$ cat src/telemetry_packet_unpacker_assert.svh
// Assertion macros for the telemetry packet unpacker.
`ifndef TELEMETRY_PACKET_UNPACKER_ASSERT_SVH
`define TELEMETRY_PACKET_UNPACKER_ASSERT_SVH

// Same-cycle implication, sampled on the rising clock, off during reset.
`define TPU_ASSERT_SAME(label, clk, rst, cond, prop, msg) \
   label: assert property (@(posedge clk) disable iff (rst) (cond) |-> (prop)) \
      else $error(msg);

// Next-cycle implication.
`define TPU_ASSERT_NEXT(label, clk, rst, cond, prop, msg) \
   label: assert property (@(posedge clk) disable iff (rst) (cond) |=> (prop)) \
      else $error(msg);

`endif

$ cat src/tpu_pkg.sv
// Shared types and constants for the telemetry packet unpacker.
package tpu_pkg;

   localparam int COUNT_WIDTH        = 8;
   localparam int KEEP_BYTES         = 18;
   localparam int INDEX_WIDTH        = $clog2(KEEP_BYTES);
   localparam int FULL_LEN           = 18;
   localparam int SHORT_LEN          = 14;
   localparam int MIN_LEN            = 9;
   localparam int PACKED_SENSOR_BASE = 6;
   localparam int NUM_SENSORS        = 5;
   localparam int ADDR_WIDTH         = 48;
   localparam logic [ADDR_WIDTH-1:0] SENDER_RESET = 48'hAC276ECC25B0;

   typedef enum logic [1:0] {
      STATUS_OK           = 2'd0,
      STATUS_WRONG_SOURCE = 2'd1,
      STATUS_TOO_SHORT    = 2'd2
   } status_type;

   typedef enum logic [1:0] {
      LAYOUT_FULL,
      LAYOUT_SHORT,
      LAYOUT_PACKED
   } layout_type;

   typedef logic [KEEP_BYTES-1:0][7:0] byte_array_type;

   // What the capture side knows about a finished packet
   typedef struct packed {
      status_type             status;
      layout_type             layout;
      logic [NUM_SENSORS-1:0] reach;
   } pkt_info_type;

endpackage

$ cat src/telemetry_packet_unpacker.sv
// Telemetry packet unpacker: one byte item per cycle while not stalled, one result per packet.
// Throughput: one byte item per cycle, except while a finished packet waits on a stalled result.
// A finished packet passes through the capture register, then the result register, before
// its result can be taken.
// Reset (synchronous, active high): count cleared, no packet pending, no result
// valid, expected sender back to its default; the byte store is not cleared.
module telemetry_packet_unpacker (
   input  logic                           clock,
   input  logic                           reset,
   input  logic                           csr_write_enable,
   input  logic [tpu_pkg::ADDR_WIDTH-1:0] csr_write_data,
   input  logic                           req_valid,
   output logic                           req_ready,
   input  logic [7:0]                     req_data_byte,
   input  logic                           req_last_byte,
   input  logic [tpu_pkg::ADDR_WIDTH-1:0] req_sender_address,
   output logic                           rsp_valid,
   input  logic                           rsp_ready,
   output logic signed [15:0]             rsp_left_speed,
   output logic signed [7:0]              rsp_left_direction,
   output logic signed [15:0]             rsp_right_speed,
   output logic signed [7:0]              rsp_right_direction,
   output logic                           rsp_sensor_a,
   output logic                           rsp_sensor_b,
   output logic                           rsp_sensor_c,
   output logic                           rsp_sensor_d,
   output logic                           rsp_sensor_e,
   output logic [1:0]                     rsp_packet_status
);

`include "telemetry_packet_unpacker_assert.svh"

   logic                    pkt_valid;
   logic                    pkt_take;
   tpu_pkg::pkt_info_type   pkt_info;
   tpu_pkg::byte_array_type pkt_bytes;

   tpu_capture u_capture (
      .clock              (clock),
      .reset              (reset),
      .csr_write_enable   (csr_write_enable),
      .csr_write_data     (csr_write_data),
      .req_valid          (req_valid),
      .req_ready          (req_ready),
      .req_data_byte      (req_data_byte),
      .req_last_byte      (req_last_byte),
      .req_sender_address (req_sender_address),
      .pkt_take           (pkt_take),
      .pkt_valid          (pkt_valid),
      .pkt_info           (pkt_info),
      .pkt_bytes          (pkt_bytes)
   );

   tpu_unpack u_unpack (
      .clock               (clock),
      .reset               (reset),
      .pkt_valid           (pkt_valid),
      .pkt_info            (pkt_info),
      .pkt_bytes           (pkt_bytes),
      .pkt_take            (pkt_take),
      .rsp_valid           (rsp_valid),
      .rsp_ready           (rsp_ready),
      .rsp_left_speed      (rsp_left_speed),
      .rsp_left_direction  (rsp_left_direction),
      .rsp_right_speed     (rsp_right_speed),
      .rsp_right_direction (rsp_right_direction),
      .rsp_sensor_a        (rsp_sensor_a),
      .rsp_sensor_b        (rsp_sensor_b),
      .rsp_sensor_c        (rsp_sensor_c),
      .rsp_sensor_d        (rsp_sensor_d),
      .rsp_sensor_e        (rsp_sensor_e),
      .rsp_packet_status   (rsp_packet_status)
   );

   // a held packet must not let new bytes overwrite the store
   `TPU_ASSERT_SAME(a_stall_blocks_input, clock, reset,
      pkt_valid && rsp_valid && !rsp_ready, !req_ready, "input taken while packet held")

   `TPU_ASSERT_NEXT(a_last_sets_pending, clock, reset,
      req_valid && req_ready && req_last_byte, pkt_valid, "last item left no packet")

   `TPU_ASSERT_SAME(a_reject_zero, clock, reset,
      rsp_valid && (rsp_packet_status != tpu_pkg::STATUS_OK),
      (rsp_left_speed == 16'sd0) && (rsp_right_speed == 16'sd0) &&
      (rsp_left_direction == 8'sd0) && (rsp_right_direction == 8'sd0) &&
      !(rsp_sensor_a || rsp_sensor_b || rsp_sensor_c || rsp_sensor_d || rsp_sensor_e),
      "rejected packet carries data")

endmodule

$ cat src/tpu_capture.sv
// Byte counting, byte store, sender check and finished-packet holding register.
module tpu_capture (
   input  logic                             clock,
   input  logic                             reset,
   input  logic                             csr_write_enable,
   input  logic [tpu_pkg::ADDR_WIDTH-1:0]   csr_write_data,
   input  logic                             req_valid,
   output logic                             req_ready,
   input  logic [7:0]                       req_data_byte,
   input  logic                             req_last_byte,
   input  logic [tpu_pkg::ADDR_WIDTH-1:0]   req_sender_address,
   input  logic                             pkt_take,
   output logic                             pkt_valid,
   output tpu_pkg::pkt_info_type            pkt_info,
   output tpu_pkg::byte_array_type          pkt_bytes
);

   logic [tpu_pkg::ADDR_WIDTH-1:0]  sender_ff, sender_in;
   logic [tpu_pkg::COUNT_WIDTH-1:0] count_ff, count_in;
   logic [tpu_pkg::COUNT_WIDTH-1:0] len;
   tpu_pkg::byte_array_type         bytes_ff, bytes_in;
   logic                            pend_ff, pend_in;
   tpu_pkg::pkt_info_type           info_ff, info_in;
   logic                            accept;

   assign req_ready = !pend_ff || pkt_take;
   assign accept    = req_valid && req_ready;

   // length including this byte, held at the counter's top value
   assign len = (count_ff == {tpu_pkg::COUNT_WIDTH{1'b1}}) ? count_ff
                : count_ff + tpu_pkg::COUNT_WIDTH'(1);

   always_comb begin
      sender_in = csr_write_enable ? csr_write_data : sender_ff;

      count_in = count_ff;
      bytes_in = bytes_ff;
      if (accept) begin
         count_in = req_last_byte ? '0 : len;
         if (count_ff < tpu_pkg::COUNT_WIDTH'(tpu_pkg::KEEP_BYTES)) begin
            bytes_in[count_ff[tpu_pkg::INDEX_WIDTH-1:0]] = req_data_byte;
         end
      end

      pend_in = pend_ff;
      if (accept && req_last_byte) begin
         pend_in = 1'b1;
      end else if (pkt_take) begin
         pend_in = 1'b0;
      end

      info_in = info_ff;
      if (accept && req_last_byte) begin
         if (req_sender_address != sender_ff) begin
            info_in.status = tpu_pkg::STATUS_WRONG_SOURCE;
         end else if (len < tpu_pkg::COUNT_WIDTH'(tpu_pkg::MIN_LEN)) begin
            info_in.status = tpu_pkg::STATUS_TOO_SHORT;
         end else begin
            info_in.status = tpu_pkg::STATUS_OK;
         end
         if (len == tpu_pkg::COUNT_WIDTH'(tpu_pkg::FULL_LEN)) begin
            info_in.layout = tpu_pkg::LAYOUT_FULL;
         end else if (len == tpu_pkg::COUNT_WIDTH'(tpu_pkg::SHORT_LEN)) begin
            info_in.layout = tpu_pkg::LAYOUT_SHORT;
         end else begin
            info_in.layout = tpu_pkg::LAYOUT_PACKED;
         end
         // packed layout: a sensor byte counts only if the packet reached it
         for (int j = 0; j < tpu_pkg::NUM_SENSORS; j++) begin
            info_in.reach[j] = len > tpu_pkg::COUNT_WIDTH'(tpu_pkg::PACKED_SENSOR_BASE + j);
         end
      end
   end

   always_ff @(posedge clock) begin
      if (reset) begin
         sender_ff <= tpu_pkg::SENDER_RESET;
         count_ff  <= '0;
         pend_ff   <= 1'b0;
      end else begin
         sender_ff <= sender_in;
         count_ff  <= count_in;
         pend_ff   <= pend_in;
      end
   end

   always_ff @(posedge clock) begin
      bytes_ff <= bytes_in;
      info_ff  <= info_in;
   end

   assign pkt_valid = pend_ff;
   assign pkt_info  = info_ff;
   assign pkt_bytes = bytes_ff;

endmodule

$ cat src/tpu_unpack.sv
// Layout decode of a finished packet and the result register.
module tpu_unpack (
   input  logic                    clock,
   input  logic                    reset,
   input  logic                    pkt_valid,
   input  tpu_pkg::pkt_info_type   pkt_info,
   input  tpu_pkg::byte_array_type pkt_bytes,
   output logic                    pkt_take,
   output logic                    rsp_valid,
   input  logic                    rsp_ready,
   output logic signed [15:0]      rsp_left_speed,
   output logic signed [7:0]       rsp_left_direction,
   output logic signed [15:0]      rsp_right_speed,
   output logic signed [7:0]       rsp_right_direction,
   output logic                    rsp_sensor_a,
   output logic                    rsp_sensor_b,
   output logic                    rsp_sensor_c,
   output logic                    rsp_sensor_d,
   output logic                    rsp_sensor_e,
   output logic [1:0]              rsp_packet_status
);

   logic                                valid_ff, valid_in;
   logic [15:0]                         lspeed_ff, lspeed_in;
   logic [7:0]                          ldir_ff, ldir_in;
   logic [15:0]                         rspeed_ff, rspeed_in;
   logic [7:0]                          rdir_ff, rdir_in;
   logic [tpu_pkg::NUM_SENSORS-1:0]     sens_ff, sens_in;
   tpu_pkg::status_type                 status_ff, status_in;
   tpu_pkg::byte_array_type             b;

   assign b        = pkt_bytes;
   assign pkt_take = pkt_valid && (!valid_ff || rsp_ready);

   always_comb begin
      lspeed_in = '0;
      ldir_in   = '0;
      rspeed_in = '0;
      rdir_in   = '0;
      sens_in   = '0;
      unique case (pkt_info.layout)
         tpu_pkg::LAYOUT_FULL, tpu_pkg::LAYOUT_SHORT: begin
            lspeed_in  = {b[1], b[0]};
            ldir_in    = b[2];
            rspeed_in  = {b[5], b[4]};
            rdir_in    = b[6];
            sens_in[0] = |{b[9], b[8]};
            sens_in[1] = |{b[11], b[10]};
            sens_in[2] = |{b[13], b[12]};
            if (pkt_info.layout == tpu_pkg::LAYOUT_FULL) begin
               sens_in[3] = |{b[15], b[14]};
               sens_in[4] = |{b[17], b[16]};
            end
         end
         tpu_pkg::LAYOUT_PACKED: begin
            lspeed_in = {b[1], b[0]};
            ldir_in   = b[2];
            rspeed_in = {b[4], b[3]};
            rdir_in   = b[5];
            for (int j = 0; j < tpu_pkg::NUM_SENSORS; j++) begin
               sens_in[j] = pkt_info.reach[j] && (|b[tpu_pkg::PACKED_SENSOR_BASE + j]);
            end
         end
         default: begin
            sens_in = '0;
         end
      endcase
      // rejected packets carry only their status
      if (pkt_info.status != tpu_pkg::STATUS_OK) begin
         lspeed_in = '0;
         ldir_in   = '0;
         rspeed_in = '0;
         rdir_in   = '0;
         sens_in   = '0;
      end
      status_in = pkt_info.status;

      if (pkt_take) begin
         valid_in = 1'b1;
      end else if (rsp_ready) begin
         valid_in = 1'b0;
      end else begin
         valid_in = valid_ff;
      end
   end

   always_ff @(posedge clock) begin
      if (reset) begin
         valid_ff <= 1'b0;
      end else begin
         valid_ff <= valid_in;
      end
   end

   always_ff @(posedge clock) begin
      if (pkt_take) begin
         lspeed_ff <= lspeed_in;
         ldir_ff   <= ldir_in;
         rspeed_ff <= rspeed_in;
         rdir_ff   <= rdir_in;
         sens_ff   <= sens_in;
         status_ff <= status_in;
      end
   end

   assign rsp_valid           = valid_ff;
   assign rsp_left_speed      = $signed(lspeed_ff);
   assign rsp_left_direction  = $signed(ldir_ff);
   assign rsp_right_speed     = $signed(rspeed_ff);
   assign rsp_right_direction = $signed(rdir_ff);
   assign rsp_sensor_a        = sens_ff[0];
   assign rsp_sensor_b        = sens_ff[1];
   assign rsp_sensor_c        = sens_ff[2];
   assign rsp_sensor_d        = sens_ff[3];
   assign rsp_sensor_e        = sens_ff[4];
   assign rsp_packet_status   = status_ff;

endmodule

$ cat config.mk
export PLATFORM = sky130hd
export DESIGN_NAME = telemetry_packet_unpacker
export DESIGN_NICKNAME = d
export VERILOG_FILES = /design/src/tpu_pkg.sv /design/src/telemetry_packet_unpacker.sv /design/src/tpu_capture.sv /design/src/tpu_unpack.sv
export VERILOG_INCLUDE_DIRS = /design/src /design/src/src
export SDC_FILE = /design/constraint.sdc
export NUM_CORES = 1
export LEC_CHECK = 0
export BUFFER_PORTS_ARGS = -buffer_cell sky130_fd_sc_hd__buf_2
export CORE_UTILIZATION = 25
export DETAILED_ROUTE_END_ITERATION = 10
export HOLD_SLACK_MARGIN = 0.1
export PLACE_DENSITY_LB_ADDON = 0.2
export REMOVE_ABC_BUFFERS = 1
export SYNTH_ARGS = -nofsm -noshare
export SYNTH_HDL_FRONTEND = slang
export SYNTH_SLANG_ARGS = --single-unit
$ cat constraint.sdc
create_clock -name clock -period 6.5 [get_ports clock]
set_input_delay 0.65 -clock clock [delete_from_list [all_inputs] [get_ports clock]]
set_output_delay 0.65 -clock clock [all_outputs]
set_load 0.01 [all_outputs]
# Word-level counts from Yosys, hierarchy flattened
# Cells that the tools add are included.
totals:
  register_bits: 266
  latchBits: 0
  ramBits: 0
  mem_bits_ro: 0
  wordCells: 94
  memories: 0
op_classes:
  n_addsub: 1
  n_mul: 0
  n_div: 0
  magnitude_cmp: 9
  eq_ne: 6
  shift: 0
  mux: 15
  bitwise_logic: 1
  reduce_logical: 31
op_table:
  columns: ["operator", "count"]
  rows:
  - ["$bwmux 144", 1]
  - ["$reduce_or 16->1", 5]
  - ["$ne 48x48->1", 1]
  - ["$demux 8 s5", 1]
  - ["$reduce_or 8->1", 5]
  - ["$pmux 16 s2", 1]
  - ["$gt 8x4->1 const B", 3]
  - ["$mux 8", 3]
  - ["$gt 8x3->1 const B", 2]
  - ["$pmux 8 s2", 1]
  - ["$pmux 5 s2", 1]
  - ["$logic_and 1x1->1", 9]
  - ["$add 8x1->8 const B", 1]
  - ["$eq 8x4->1 const B", 1]
  - ["$eq 8x5->1 const B", 1]
  - ["$eq 8x8->1 const B", 1]
  - ["$lt 8x4->1 const B", 1]
  - ["$lt 8x5->1 const B", 1]
  - ["$lt 5x6->1 const B", 1]
  - ["$mux 2", 3]
  - ["$reduce_bool 2->1", 3]
  - ["$ge 5x1->1 const B", 1]
  - ["$mux 1", 4]
  - ["$reduce_or 2->1", 2]
  - ["8 further kinds", 10]

# Longest topological paths before layout
depth:
  word_depth: 7
  mapped_depth: 6

# Cells and area by module
# A second synthesis with hierarchy kept.
hier_totals:
  cells_unflattened: 719
  area_unflattened_um2: 10366.2
by_module_without_submodules:
  columns: ["module", "n_inst", "cells_each", "area_each_um2"]
  rows:
  - ["tpu_capture", 1, 509, 7770.0]
  - ["tpu_unpack", 1, 210, 2596.2]

# Worst setup path before layout
# OpenSTA, ideal clock, no wires.
synth_path:
  path_kind: "in2reg"
  from: "input rsp_ready"
  to: "register u_unpack.ldir_ff[0] (netlist: u_unpack.rsp_left_direction[0]), enable pin"
  setup_time_ps: 552
  arrival_time_ps: 4704
  path_slack_ps: 1245
  path_stages: 2
  cell_sequence: "inv_1 > a21boi_0"
synth_between:
  elab_chain_cells: 2
synth_rtl:
  columns: ["item", "line_no", "text"]
  rows:
  - ["start: declaration", "telemetry_packet_unpacker.sv:18", "input logic rsp_ready,"]
  - ["$logic_or 1x1->1", "tpu_unpack.sv:33", "assign pkt_take = pkt_valid && (!valid_ff || rsp_ready);"]
  - ["$logic_and 1x1->1", "tpu_unpack.sv:33", null]
  - ["net pkt_take", "telemetry_packet_unpacker.sv:34", "logic pkt_take;"]
  - ["end signal: assignment", "tpu_unpack.sv:98", "ldir_ff <= ldir_in;"]
  - ["end: declaration", "tpu_unpack.sv:25", "logic [7:0] ldir_ff, ldir_in;"]
# The timed path passes the listed nets, and every way through them passes these cells.
# A chain may end at the register's enable or synchronous reset.

# Worst setup path in the final report
layout_path:
  from: "register u_unpack.valid_ff (netlist: u_unpack.rsp_valid)"
  to: "register u_capture.bytes_ff (netlist bit u_capture.pkt_bytes[33]), enable pin"
layout_between:
  elab_chain_cells: 6
layout_rtl:
  columns: ["item", "line_no", "text"]
  rows:
  - ["start: declaration", "tpu_unpack.sv:23", "logic valid_ff, valid_in;"]
  - ["start signal: assignment", "tpu_unpack.sv:91", "valid_ff <= valid_in;"]
  - ["$logic_not 1->1", "tpu_unpack.sv:33", null]
  - ["$logic_or 1x1->1", "tpu_unpack.sv:33", null]
  - ["$logic_and 1x1->1", "tpu_unpack.sv:33", null]
  - ["$logic_or 1x1->1", "tpu_capture.sv:26", "assign req_ready = !pend_ff || pkt_take;"]
  - ["$logic_and 1x1->1", "tpu_capture.sv:27", "assign accept = req_valid && req_ready;"]
  - ["$reduce_and 2->1 (no line)", null, null]
  - ["end signal: assignment", "tpu_capture.sv:88", "bytes_ff <= bytes_in;"]
  - ["end: declaration", "tpu_capture.sv:21", "tpu_pkg::byte_array_type bytes_ff, bytes_in;"]
# Every way passes these cells.

==> flow_summary.json <==
{
  "worst_hold_check_path_type": "in -> reg",
  "maxSlewHeadroom_pct": 24.2,
  "dr.pass1.iters": 4,
  "finalSetupTns_ns": 0,
  "area_growth_pct": 24.5,
  "final_layout_size_suffix_gt1_share_pct": 25.5,
  "critPathLaunchType": "flop",
  "yosys.cell_types.count": 47,
  "routed-via-count": 5992,
  "result_of_the_run": "completed",
  "final.setup.worst_slack_ns": 3.50,
  "clock-root-buffer": "sky130_fd_sc_hd__clkbuf_16",
  "netlist.area_leader.share_pct": 61.2,
  "synth_largest_area_cell": "sky130_fd_sc_hd__edfxtp_1",
  "dp_hpwl_um": 15400,
  "die_w_um": 204,
  "clock_power_share_pct": 47.7,
  "placement.setup.worst_slack_ns": 3.15,
  "path_max_fanout": 11,
  "ctsHoldBuffers": 0,
  "syn_inst": 713,
  "synth_top_flop_cell": "sky130_fd_sc_hd__edfxtp_1",
  "power_density_cells_nw_per_um2": 309,
  "reg2reg_setup_slack_ns": 3.50,
  "share_seq_of_total_power_pct": 47.9,
  "timing.critical_path.arrival_ns": 3.19,
  "grt-ovfl-total": 0,
  "cts_inserted_buffers": 29,
  "detail-route-antenna-nets": 0,
  "insertion_delay_ns": 0.57,
  "synth.avg_cell_area_um2": 14.3,
  "cts.repair_timing.setup_buffer_count": 0,
  "post_cts_resized": 0,
  "timing_worst_slew_pin_value_ns": 1.14,
  "antenna_cells": 0,
  "globalRouteTotalUtil_pct": 11.1,
  "drt-wirelength-per-cell_um": 16.3,
  "post_layout_nonfiller_instances": 1432,
  "finalNetCount": 999,
  "synth.most_common_cell": "sky130_fd_sc_hd__edfxtp_1",
  "cts.sink_count": 266,
  "synth_edf_count": 208,
  "power.share.combinational_pct": 4.4,
  "max_cap_violations": 0,
  "p_int_mw": 3.12,
  "clock-skew-final_ns": 0.0153,
  "setup_repair_after_global_routing_missed_its_margin": "false",
  "floorplan.io_pins": 167,
  "switching_power_uw": 810,
  "setup_viol_count_final": 0,
  "syn-cell-area_um2": 10200,
  "detail_route.iter0.violations": 339,
  "die_area_um2": 41600,
  "power.leakage_nw": 4.54,
  "clock_tree_from_tritoncts": "built",
  "antenna_found_initial": 3,
  "ir_drop_uv": 199,
  "min_period_over_period_pct": 46.2,
  "clock_tree.htree_level_count": 1,
  "core_region_area_um2": 40000,
  "first_global_vias": 6152,
  "die_h_um": 204,
  "start_util_pct": 25.5,
  "synth.area.top_cells": "sky130_fd_sc_hd__edfxtp_1 (61%), sky130_fd_sc_hd__dfxtp_1 (11%), sky130_fd_sc_hd__mux2i_1 (4.8%), sky130_fd_sc_hd__xnor2_1 (4.3%), sky130_fd_sc_hd__nor2_1 (3.0%)",
  "yosys-top-cells-count": "sky130_fd_sc_hd__edfxtp_1 (208), sky130_fd_sc_hd__nor2_1 (81), sky130_fd_sc_hd__dfxtp_1 (58)",
  "cts.path.max_buffers": 3,
  "yosysSeqAreaShare_pct": 72.6,
  "yosysWarnings": 0,
  "worst_setup_hold_path_clk_slew_ns": 0.06,
  "power.total_mw": 3.93,
  "grt_first_pass_wirelength_um": 35800,
  "utilization_pct": 31.8,
  "fillers": 4042,
  "element_type_at_the_critical_path_end": "flop",
  "placedCellCount": 1378,
  "avgViaCountPerCell": 4.18,
  "criticalPathCategory": "reg -> reg",
  "hold_viol": 0,
  "drcViolationCount": 0,
  "asyncSetResetFlopFracSynth_pct": 0,
  "report.final.slew_viol_count": 0,
  "i_o_buffers": 166,
  "final_period_minus_worst_setup_slack_ns": 3.00,
  "drt-total-wl_um": 23300,
  "grt_start_max_net_pins": 56,
  "rows": 73,
  "gpl_wtd_cong": 0.731,
  "power.share.switching_pct": 20.6,
  "synth-seq-cells": 266,
  "worst_ep_required_time_ns": 6.69,
  "max_freq_mhz": 333
}
## placed cells by master (no fill, tap or decap), types with 5 or more instances in the layout
cell type,count
sky130_fd_sc_hd__nor3_1,6
sky130_fd_sc_hd__xnor2_1,50
sky130_fd_sc_hd__edfxtp_1,208
sky130_fd_sc_hd__nor2_1,81
sky130_fd_sc_hd__buf_2,166
sky130_fd_sc_hd__clkbuf_16,29
sky130_fd_sc_hd__nand4_1,13
sky130_fd_sc_hd__o21ai_0,5
sky130_fd_sc_hd__a21oi_1,32
sky130_fd_sc_hd__ha_1,5
sky130_fd_sc_hd__and2_1,26
sky130_fd_sc_hd__bufinv_16,9
sky130_fd_sc_hd__dfxtp_1,58
sky130_fd_sc_hd__nor2b_1,24
sky130_fd_sc_hd__a31oi_1,6
sky130_fd_sc_hd__inv_1,9
sky130_fd_sc_hd__mux2i_1,49
sky130_fd_sc_hd__nand2_1,42
sky130_fd_sc_hd__nor4_1,27
## flip-flops by register name, indices dropped and copies added (netlist names)
register	flops
u_unpack.rsp_left_speed	16
u_capture.count_ff	8
u_capture.pkt_valid	1
u_unpack.rsp_right_speed	16
u_unpack.rsp_left_direction	8
u_capture.pkt_bytes	144
u_unpack.rsp_right_direction	8
u_capture.pkt_info	9
u_capture.sender_ff	48
u_unpack.sens_ff	5
u_unpack.rsp_packet_status	2
u_unpack.rsp_valid	1
## stage by stage
| step | hold WS [ns] | cell area [µm²] |
|---|---|---|
| floorplan | 0.452 | 10100 |
| global placement | 0.471 | 11600 |
| detailed placement | 0.482 | 11600 |
| CTS | 0.257 | 12700 |
| global route | 0.265 | 12700 |
| finish | 0.293 | 12700 |
## cell families after synthesis
group	count (synthesis)	share of synthesized area (%)
flip-flops	266	72.6
XOR/XNOR	54	4.63
multiplexers	49	4.81
AND/OR/NAND/NOR	238	11.9
buffers and inverters	38	1.56
AO/OA/AOI/OAI	63	3.92
adder cells (fa/ha/maj)	5	0.613
## path summary, 6_finish.rpt
| path | depth (start not counted) | end | start |
|---|---|---|---|
| setup / recovery | 5 | u_capture.pkt_bytes[33] | u_unpack.rsp_valid |
| hold / removal | 3 | u_capture.sender_ff[23] | csr_write_data[23] |
| setup reg to reg | 5 | u_capture.pkt_bytes[33] | u_unpack.rsp_valid |
| hold reg to reg | 2 | u_unpack.rsp_valid | u_capture.pkt_valid |
## power groups by stage
stage                     Clock [mW]  Combinational, mW  Sequential [mW]
after floorplan                    0             0.0774             1.92
after global placement             0              0.177             1.92
after detailed placement           0              0.180             1.92
after CTS                       1.94              0.180             1.88
after global routing            2.00              0.196             1.89
final                           1.87              0.174             1.88
## worst max-delay path: stages, from the launching register on
cell and delay, ns:
sky130_fd_sc_hd__dfxtp_1 0.35, sky130_fd_sc_hd__nand3b_1 0.18, sky130_fd_sc_hd__nand2_1 0.25, sky130_fd_sc_hd__nor4b_1 0.75
sky130_fd_sc_hd__nand2_1 0.43, sky130_fd_sc_hd__nor2_1 0.66
## layer usage
metal	track usage, %	vias to the layer above	routed length, µm
met2	17.8	163	10400
met4	2.48	6	367
met3	3.60	38	1780
li1	-	2951	-
met1	14.7	2834	10700
met5	0	-	48
## final cells by class
class / instances / area [µm²] / area share (%)
sequential: 266 / 7410 / 58.3
multi-input combinational: 409 / 2660 / 20.9
timing repair buffer: 169 / 853 / 6.71
clock buffer: 30 / 729 / 5.74
tap: 525 / 657 / 5.17
clock inverter: 24 / 369 / 2.90
inverter: 9 / 33.8 / 0.266
Note: power is estimated with default switching activity, not from simulation.
